## src/design/hrbp_pkg.sv

```systemverilog
package hrbp_pkg;

	localparam int LENGTH_BITS_DEF = 32;
	localparam logic [15:0] MAX_PATH_RST = 16'd8192;
	localparam int PATH_BITS = 17;
	localparam logic [PATH_BITS-1:0] PATH_COUNT_MAX = '1;
	localparam logic [3:0] KEY_LEN = 4'd14;

	typedef enum logic [13:0] {
		PH_START     = 14'h0001,
		PH_METHOD    = 14'h0002,
		PH_PATH      = 14'h0004,
		PH_QKEY      = 14'h0008,
		PH_QVAL      = 14'h0010,
		PH_FRAG      = 14'h0020,
		PH_VERSION   = 14'h0040,
		PH_LF_STATUS = 14'h0080,
		PH_HKEY      = 14'h0100,
		PH_HVAL      = 14'h0200,
		PH_LF_HDR    = 14'h0400,
		PH_LF_END    = 14'h0800,
		PH_BODY      = 14'h1000,
		PH_DONE      = 14'h2000
	} phase_t;

	localparam logic [3:0] ROLE_NONE    = 4'd0;
	localparam logic [3:0] ROLE_METHOD  = 4'd1;
	localparam logic [3:0] ROLE_PATH    = 4'd2;
	localparam logic [3:0] ROLE_QKEY    = 4'd3;
	localparam logic [3:0] ROLE_QVAL    = 4'd4;
	localparam logic [3:0] ROLE_VERSION = 4'd5;
	localparam logic [3:0] ROLE_HKEY    = 4'd6;
	localparam logic [3:0] ROLE_HVAL    = 4'd7;
	localparam logic [3:0] ROLE_BODY    = 4'd8;

	localparam logic [2:0] EV_NONE      = 3'd0;
	localparam logic [2:0] EV_PAIR_END  = 3'd1;
	localparam logic [2:0] EV_HDR_END   = 3'd2;
	localparam logic [2:0] EV_HDRS_DONE = 3'd3;
	localparam logic [2:0] EV_COMPLETE  = 3'd4;

	localparam logic [7:0] CH_CR    = 8'h0d;
	localparam logic [7:0] CH_LF    = 8'h0a;
	localparam logic [7:0] CH_SPACE = 8'h20;
	localparam logic [7:0] CH_QUERY = 8'h3f;
	localparam logic [7:0] CH_HASH  = 8'h23;
	localparam logic [7:0] CH_EQ    = 8'h3d;
	localparam logic [7:0] CH_AMP   = 8'h26;
	localparam logic [7:0] CH_COLON = 8'h3a;

	// "content-length", one character per position
	function automatic logic [7:0] cl_key_byte(input logic [3:0] pos);
		logic [7:0] b;
		unique case (pos)
			4'd0:    b = 8'h63;
			4'd1:    b = 8'h6f;
			4'd2:    b = 8'h6e;
			4'd3:    b = 8'h74;
			4'd4:    b = 8'h65;
			4'd5:    b = 8'h6e;
			4'd6:    b = 8'h74;
			4'd7:    b = 8'h2d;
			4'd8:    b = 8'h6c;
			4'd9:    b = 8'h65;
			4'd10:   b = 8'h6e;
			4'd11:   b = 8'h67;
			4'd12:   b = 8'h74;
			4'd13:   b = 8'h68;
			default: b = 8'h00;
		endcase
		return b;
	endfunction

endpackage

```

## src/design/http_request_byte_parser.sv

```systemverilog
// HTTP request byte parser. Takes one request byte per word on s_* and returns one tagged
// word per byte on m_*: the byte's role (method, path, query key/value, version, lowercased
// header key, header value, body), the byte itself, an event code and an error flag. A
// rejected byte leaves the parse state untouched. One byte is accepted every cycle while the
// output is free or being taken; each result appears in the cycle after its byte, held in a
// single output register, refilled in the same cycle it is taken. The content-length value
// is gathered by a saturating multiply-by-ten accumulator of LENGTH_BITS bits, which is the
// widest path. max_path_length is written on cfg_* and should only change between requests.
module http_request_byte_parser #(
	parameter int LENGTH_BITS = hrbp_pkg::LENGTH_BITS_DEF
) (
	input  logic        clk,
	input  logic        arst_n,
	input  logic        s_tvalid,
	output logic        s_tready,
	input  logic [7:0]  s_tdata,   // [7:0] in_byte
	output logic        m_tvalid,
	input  logic        m_tready,
	output logic [15:0] m_tdata,   // [7:0] out_byte, [10:8] event_res, [11] error, rest zero
	output logic [3:0]  m_tuser,   // [3:0] role
	input  logic        cfg_valid,
	output logic        cfg_ready,
	input  logic [15:0] cfg_data   // [15:0] max_path_length
);

	localparam int PB = hrbp_pkg::PATH_BITS;

	hrbp_pkg::phase_t phase_q, phase_nxt;
	logic [15:0]            max_path_q;
	logic [PB-1:0]          path_count_q, path_count_nxt;
	logic                   value_empty_q, value_empty_nxt;
	logic [3:0]             key_pos_q, key_pos_nxt;
	logic                   key_match_q, key_match_nxt;
	logic                   digits_open_q, digits_open_nxt;
	logic [LENGTH_BITS-1:0] accum_q, accum_nxt;
	logic [LENGTH_BITS-1:0] content_len_q, content_len_nxt;
	logic [LENGTH_BITS-1:0] body_left_q, body_left_nxt;

	logic                   m_tvalid_q;
	logic [3:0]             role_q;
	logic [7:0]             out_byte_q;
	logic [2:0]             event_q;
	logic                   error_q;

	logic [7:0]             c, lc;
	logic                   is_alpha, is_digit, cl_hdr, accept;
	logic [3:0]             role;
	logic [7:0]             ob;
	logic [2:0]             ev;
	logic                   err;
	logic [LENGTH_BITS+3:0] acc_ext, acc_mul;
	logic [LENGTH_BITS-1:0] acc_sat, body_dec;

	assign c        = s_tdata;
	assign lc       = (c >= 8'h41 && c <= 8'h5a) ? (c | 8'h20) : c;
	assign is_alpha = (lc >= 8'h61 && lc <= 8'h7a);
	assign is_digit = (c >= 8'h30 && c <= 8'h39);
	assign cl_hdr   = key_match_q && (key_pos_q == hrbp_pkg::KEY_LEN);

	// times ten plus digit; carry out of the low LENGTH_BITS means saturate
	assign acc_ext = {4'd0, accum_q};
	assign acc_mul = (acc_ext << 3) + (acc_ext << 1) + {{LENGTH_BITS{1'b0}}, c[3:0]};
	assign acc_sat = (|acc_mul[LENGTH_BITS+3:LENGTH_BITS]) ? '1 : acc_mul[LENGTH_BITS-1:0];

	assign body_dec = body_left_q - {{(LENGTH_BITS-1){1'b0}}, (body_left_q != '0)};

	assign s_tready  = !m_tvalid_q || m_tready;
	assign accept    = s_tvalid && s_tready;
	assign cfg_ready = 1'b1;

	always_comb begin
		phase_nxt       = phase_q;
		path_count_nxt  = path_count_q;
		value_empty_nxt = value_empty_q;
		key_pos_nxt     = key_pos_q;
		key_match_nxt   = key_match_q;
		digits_open_nxt = digits_open_q;
		accum_nxt       = accum_q;
		content_len_nxt = content_len_q;
		body_left_nxt   = body_left_q;
		role            = hrbp_pkg::ROLE_NONE;
		ob              = c;
		ev              = hrbp_pkg::EV_NONE;
		err             = 1'b0;
		unique case (phase_q)
			hrbp_pkg::PH_START: begin
				if (is_alpha) begin
					role      = hrbp_pkg::ROLE_METHOD;
					phase_nxt = hrbp_pkg::PH_METHOD;
				end else if (c != hrbp_pkg::CH_CR && c != hrbp_pkg::CH_LF) begin
					err = 1'b1;
				end
			end
			hrbp_pkg::PH_METHOD: begin
				if (c == hrbp_pkg::CH_SPACE) phase_nxt = hrbp_pkg::PH_PATH;
				else role = hrbp_pkg::ROLE_METHOD;
			end
			hrbp_pkg::PH_PATH: begin
				if (path_count_q > {1'b0, max_path_q}) begin
					err = 1'b1;
				end else if (c == hrbp_pkg::CH_QUERY) begin
					phase_nxt = hrbp_pkg::PH_QKEY;
				end else if (c == hrbp_pkg::CH_HASH) begin
					phase_nxt = hrbp_pkg::PH_FRAG;
				end else if (c == hrbp_pkg::CH_SPACE) begin
					phase_nxt = hrbp_pkg::PH_VERSION;
				end else begin
					role = hrbp_pkg::ROLE_PATH;
					if (path_count_q != hrbp_pkg::PATH_COUNT_MAX)
						path_count_nxt = path_count_q + {{(PB-1){1'b0}}, 1'b1};
				end
			end
			hrbp_pkg::PH_QKEY: begin
				if (c == hrbp_pkg::CH_EQ) phase_nxt = hrbp_pkg::PH_QVAL;
				else if (c == hrbp_pkg::CH_SPACE) phase_nxt = hrbp_pkg::PH_VERSION;
				else role = hrbp_pkg::ROLE_QKEY;
			end
			hrbp_pkg::PH_QVAL: begin
				if (c == hrbp_pkg::CH_AMP) begin
					ev        = hrbp_pkg::EV_PAIR_END;
					phase_nxt = hrbp_pkg::PH_QKEY;
				end else if (c == hrbp_pkg::CH_HASH) begin
					ev        = hrbp_pkg::EV_PAIR_END;
					phase_nxt = hrbp_pkg::PH_FRAG;
				end else if (c == hrbp_pkg::CH_SPACE) begin
					ev        = hrbp_pkg::EV_PAIR_END;
					phase_nxt = hrbp_pkg::PH_VERSION;
				end else begin
					role = hrbp_pkg::ROLE_QVAL;
				end
			end
			hrbp_pkg::PH_FRAG: begin
				if (c == hrbp_pkg::CH_SPACE) phase_nxt = hrbp_pkg::PH_VERSION;
			end
			hrbp_pkg::PH_VERSION: begin
				if (c == hrbp_pkg::CH_CR) phase_nxt = hrbp_pkg::PH_LF_STATUS;
				else role = hrbp_pkg::ROLE_VERSION;
			end
			hrbp_pkg::PH_LF_STATUS, hrbp_pkg::PH_LF_HDR: begin
				if (c == hrbp_pkg::CH_LF) begin
					phase_nxt     = hrbp_pkg::PH_HKEY;
					key_pos_nxt   = 4'd0;
					key_match_nxt = 1'b1;
				end else begin
					err = 1'b1;
				end
			end
			hrbp_pkg::PH_HKEY: begin
				if (c == hrbp_pkg::CH_COLON) begin
					phase_nxt       = hrbp_pkg::PH_HVAL;
					value_empty_nxt = 1'b1;
					digits_open_nxt = 1'b1;
					accum_nxt       = '0;
				end else if (c == hrbp_pkg::CH_CR) begin
					// blank line, or a key with no colon: both end the header section
					phase_nxt     = hrbp_pkg::PH_LF_END;
					key_pos_nxt   = 4'd0;
					key_match_nxt = 1'b1;
				end else begin
					role = hrbp_pkg::ROLE_HKEY;
					ob   = lc;
					if (key_match_q && key_pos_q < hrbp_pkg::KEY_LEN &&
					    lc == hrbp_pkg::cl_key_byte(key_pos_q))
						key_pos_nxt = key_pos_q + 4'd1;
					else
						key_match_nxt = 1'b0;
				end
			end
			hrbp_pkg::PH_HVAL: begin
				if (c == hrbp_pkg::CH_SPACE && value_empty_q) begin
					// leading space skipped
				end else if (c == hrbp_pkg::CH_CR) begin
					ev = hrbp_pkg::EV_HDR_END;
					if (cl_hdr) content_len_nxt = accum_q;
					key_pos_nxt     = 4'd0;
					key_match_nxt   = 1'b1;
					value_empty_nxt = 1'b1;
					phase_nxt       = hrbp_pkg::PH_LF_HDR;
				end else begin
					role            = hrbp_pkg::ROLE_HVAL;
					value_empty_nxt = 1'b0;
					if (cl_hdr && digits_open_q) begin
						if (is_digit) accum_nxt = acc_sat;
						else digits_open_nxt = 1'b0;
					end
				end
			end
			hrbp_pkg::PH_LF_END: begin
				if (c == hrbp_pkg::CH_LF) begin
					body_left_nxt = content_len_q;
					if (content_len_q != '0) begin
						ev        = hrbp_pkg::EV_HDRS_DONE;
						phase_nxt = hrbp_pkg::PH_BODY;
					end else begin
						ev        = hrbp_pkg::EV_COMPLETE;
						phase_nxt = hrbp_pkg::PH_DONE;
					end
				end else begin
					err = 1'b1;
				end
			end
			hrbp_pkg::PH_BODY: begin
				role          = hrbp_pkg::ROLE_BODY;
				body_left_nxt = body_dec;
				if (body_dec == '0) begin
					ev        = hrbp_pkg::EV_COMPLETE;
					phase_nxt = hrbp_pkg::PH_DONE;
				end
			end
			default: err = 1'b1;
		endcase
		if (err) begin
			role = hrbp_pkg::ROLE_NONE;
			ev   = hrbp_pkg::EV_NONE;
			ob   = c;
		end
	end

	always_ff @(posedge clk or negedge arst_n) begin
		if (!arst_n) begin
			phase_q       <= hrbp_pkg::PH_START;
			max_path_q    <= hrbp_pkg::MAX_PATH_RST;
			path_count_q  <= '0;
			value_empty_q <= 1'b1;
			key_pos_q     <= 4'd0;
			key_match_q   <= 1'b1;
			digits_open_q <= 1'b1;
			accum_q       <= '0;
			content_len_q <= '0;
			body_left_q   <= '0;
			m_tvalid_q    <= 1'b0;
		end else begin
			if (cfg_valid && cfg_ready)
				max_path_q <= cfg_data;
			if (accept) begin
				phase_q       <= phase_nxt;
				path_count_q  <= path_count_nxt;
				value_empty_q <= value_empty_nxt;
				key_pos_q     <= key_pos_nxt;
				key_match_q   <= key_match_nxt;
				digits_open_q <= digits_open_nxt;
				accum_q       <= accum_nxt;
				content_len_q <= content_len_nxt;
				body_left_q   <= body_left_nxt;
			end
			if (accept)
				m_tvalid_q <= 1'b1;
			else if (m_tready)
				m_tvalid_q <= 1'b0;
		end
	end

	always_ff @(posedge clk) begin
		if (accept) begin
			role_q     <= role;
			out_byte_q <= ob;
			event_q    <= ev;
			error_q    <= err;
		end
	end

	assign m_tvalid = m_tvalid_q;
	assign m_tuser  = role_q;
	assign m_tdata  = {4'd0, error_q, event_q, out_byte_q};

`ifndef SYNTHESIS
	// a rejected byte carries no role and no event
	assert property (@(posedge clk) disable iff (!arst_n)
		m_tvalid_q && error_q |-> role_q == hrbp_pkg::ROLE_NONE &&
			event_q == hrbp_pkg::EV_NONE)
		else $error("error word with role or event set");

	// body countdown is live only in the body phase
	assert property (@(posedge clk) disable iff (!arst_n)
		(phase_q == hrbp_pkg::PH_BODY) == (body_left_q != '0))
		else $error("body count out of step with phase");

	// path counter moves only while in the path phase
	assert property (@(posedge clk) disable iff (!arst_n)
		phase_q != hrbp_pkg::PH_PATH |=> $stable(path_count_q))
		else $error("path count changed outside path phase");
`endif

endmodule
```

## config.mk

```make
export PLATFORM = sky130hd
export DESIGN_NAME = http_request_byte_parser
export DESIGN_NICKNAME = d
export VERILOG_FILES = /design/src/design/hrbp_pkg.sv /design/src/design/http_request_byte_parser.sv
export SDC_FILE = /design/constraint.sdc
export NUM_CORES = 1
export LEC_CHECK = 0
export BUFFER_PORTS_ARGS = -buffer_cell sky130_fd_sc_hd__buf_4
export CAP_MARGIN = 40
export CORE_MARGIN = 2
export CORE_UTILIZATION = 65
export CTS_BUF_LIST = sky130_fd_sc_hd__clkbuf_8
export DETAILED_ROUTE_END_ITERATION = 7
export GPL_TIMING_DRIVEN = 0
export PLACE_DENSITY_LB_ADDON = 0.08
export SYNTH_ARGS = -nofsm -noshare
export SYNTH_HDL_FRONTEND = slang
export SYNTH_SLANG_ARGS = --single-unit
```

## constraint.sdc

```tcl
create_clock -name clk -period 5.05 [get_ports clk]
set_clock_uncertainty 0.15 [all_clocks]
set_input_delay 0.7575 -clock clk [delete_from_list [all_inputs] [get_ports clk]]
set_output_delay 0.7575 -clock clk [all_outputs]
set_load 0.02 [all_outputs]
```

==> metrics.txt <==
status=finished clean; worst-path maximum fanout=10; synth warn=0; critical path launch point type=flop; Slew Limit Headroom=a little over two fifths; power density over the cells=a little under 200 nW/um^2; GRT Total Usage=about a third; Max stage delay on crit path=slightly below 0.6 ns; Avg Inst Size Synth=9.150 um^2; IO buf count=46; Nets=about 1400; postcts setup bufs=0; largest cells by area after synthesis=dfrtp_1 32%, ha_1 9.8%, o21ai_0 5.0%; max-cap violation count=0; CP Buf/Inv Count=2; H-Tree Depth=4; worst-case clock buffer depth=2; total number of vias=between 9000 and 10000; CP max-delay cell=nor4_1; Tot Pwr=~2.4 mW; min cycle time layout=about 4.8 ns; Setup CP Type=reg -> reg; Layout Utilization=72.25%; Root Buffer=clkbuf_8; number of inserted diodes=0; largest net degree at the start of global routing=89; Routed wire per std cell=between 15 and 20 um; GPL Wtd Cong=0.9857; Critical R2R Launch=body_left_q[12]$_DFFE_PN0P_; First DRT Iteration DRCs=~900; clock sink total=around 170; Die Wd=136.5 um; number of synthesized register bits=167; prevailing post-synth register cell=dfrtp_1; unrepaired setup endpoints after global routing=no; Final Hold Vio Count=0; Layout area overhead=9.146%; sequential fraction of the synthesis area=a little under two fifths; die area=about 19000 um^2; cell area after synthesis=roughly 11000 um^2; Post-DRT Antenna Nets=0; via-per-instance ratio=about 6.4; worst setup path start=body_left_q[12]$_DFFE_PN0P_; period utilization=a little over nine tenths; Hold Path Class=in -> async; Mapped Cells=around 1200; Final HPWL DP=21460 um; CTS tree=yes; Post-synth EDFFs=16; top-area cell type share of the netlist area=between 30% and 40%; cell taking the most area after synthesis=dfrtp_1; first-pass GRT wire length=about 47000 um; Commonest cells post-synth=146 x dfrtp_1, 115 x o21ai_0, 98 x nand2_1; Top Ports=52; Leak Pwr=5.905 nW; Pre-Repair DR Iteration Count=5; crit path DAT=5.03 ns; Clk pin slew, worst setup/hold paths=about 0.090 ns; Vert. Die Dim=136.5 um; post-route DRC violation count=0; Crit. End Element=flop; Cell Chain, Critical Path=clkbuf_1 -> nor4_1 -> nand4_1 -> nor4_1 -> nand2_1 -> ha_1 -> nor2b_1 -> and4_1 -> clkbuf_1 -> nor4b_1 -> o21ai_0 -> a211o_1 -> nor4_4 -> o21bai_4 -> o21ai_1 -> o21a_1; initial antenna violation count=0; WL final=around 28000 um; layout cells sized above 1=12.48%; worst vdd ir=between 0.1 and 0.15 mV; Synth cell types=83; initial core utilization=roughly two thirds; Inserted Clock Buffers=17; FMAX=approximately 210 MHz; FFs w/ async S/R, synth=between 90% and 100%; worst-skew pair later-pin latency=roughly 0.47 ns; setup violators final=0; Max Transition Viols Final=0; most frequent cell after synthesis=dfrtp_1; Core Region=17240 um^2; site row count=48; total grt overflow=0; WP data required=approximately 5.3 ns; Post-Route Setup TNS=0 ns; crit-path leading delay family=simple AND/OR/NAND/NOR gates; vias in the first global route=9364; worst slew pin tran=between 0.8 and 0.9 ns
-- where the power goes --
group | switching, mW | internal [mW]
clock network | 0.508 | 0.391
registers | 0.00551 | 1.37
logic | 0.0897 | 0.0512
total | 0.603 | 1.82
-- cells by family (layout without fill, tap and decap cells) --
kind of cell | after synthesis | count (layout) | share of synthesized area, %
DFF | 167 | 167 | 37.38
AOI/OAI and AO/OA | 348 | 348 | 19.34
and+or+nand+nor | 427 | 427 | 20.16
buffers and inverters | 107 | 187 | 3.970
adders and majority gates | 91 | 91 | 10.11
other | 2 | 5 | 0.06582
muxes | 44 | 44 | 4.288
xor gates and xnor gates | 61 | 61 | 4.683
-- state kept, by name (all words and copies together), names as in the netlist, 3 cells and up --
| register | flops |
|---|---|
| accum_q | 32 |
| body_left_q | 32 |
| content_len_q | 32 |
| path_count_q | 17 |
| max_path_q | 16 |
| phase_q | 14 |
| out_byte_q | 8 |
| key_pos_q | 4 |
| m_tuser | 4 |
| event_q | 3 |
-- per-stage QoR --
step | hold WS, ns | area [um^2] | setup slack (ns) | cells
2_1_floorplan | 0.3071 | 11420 | 1.171 | 1250
3_3_place_gp | 0.3302 | 12050 | 0.2072 | 1521
5_1_grt | 0.1536 | 12450 | 0.01797 | 1555
3_5_place_dp | 0.3276 | 12080 | 0.2227 | 1523
4_1_cts | 0.1361 | 12450 | 0.1495 | 1555
6_report | 0.1026 | 12450 | 0.2765 | 1555
-- cell type report --
class	count	area, um^2
Inverter	38	142.6
Fill cell	1325	4783
Sequential cell	167	4265
Clock buffer	17	234.0
Clock inverter	15	128.9
Multi-Input combinational cell	976	6709
Timing Repair Buffer	48	381.6
Tap cell	225	281.5
Buffer	69	310.3
-- repair_timing --
action,in CTS,in global routing
resized for setup,0,1
setup endpoints to repair,0,6
hold buffers,0,0
endpoints found under the hold margin,0,0
-- layout by cell type (no fill, tap or decap), types with 6 or more instances in the layout --
cell type,instances
nor2b_1,17
edfxtp_1,16
nand3_1,34
ha_1,89
buf_2,18
nand4_1,28
buf_4,51
xnor2_1,34
a211oi_1,7
a221o_1,32
o21ai_0,115
dfrtp_1,146
xor2_1,27
nor4b_1,8
a22oi_1,9
nand2_1,98
nor2_1,97
clkbuf_1,43
o22ai_1,6
a21o_1,13
o211ai_1,10
o21a_1,9
o31ai_1,6
mux2_2,34
a21oi_1,94
and3_1,16
clkbuf_8,17
nand2b_1,12
inv_1,38
or3_1,9
o21ai_1,6
nor4_1,24
and2_1,7
nor3_1,30
-- path summary, 6_finish.rpt --
path	to	slack, ns	cells after the start
max reg2reg	phase_q[6]$_DFFE_PN0P_	0.28	16
max in group asynchronous	content_len_q[23]$_DFFE_PN0P_	3.79	2
min in group clk	out_byte_q[1]$_DFFE_PP_	0.34	1
max	phase_q[6]$_DFFE_PN0P_	0.28	16
min reg2reg	body_left_q[30]$_DFFE_PN0P_	0.35	1
min	key_pos_q[3]$_DFFE_PN0P_	0.10	1
-- worst reg2reg max path: cells and delay by family, from the launching register on --
family / cells / cell delay, ns
compound gates: 5 / 0.87
fa+ha+maj: 1 / 0.23
buf+inv: 2 / 0.44
flops: 1 / 0.37
simple gates: 8 / 2.66
-- layer usage --
layer | global-route usage (%) | share of wire (%)
met1 | 40.80 | 43
met2 | 53.94 | 49
met3 | 5.185 | 5.4
met4 | 10.36 | 2.6
met5 | 0 | 0
No activity file was read; power rests on OpenSTA's default activity.
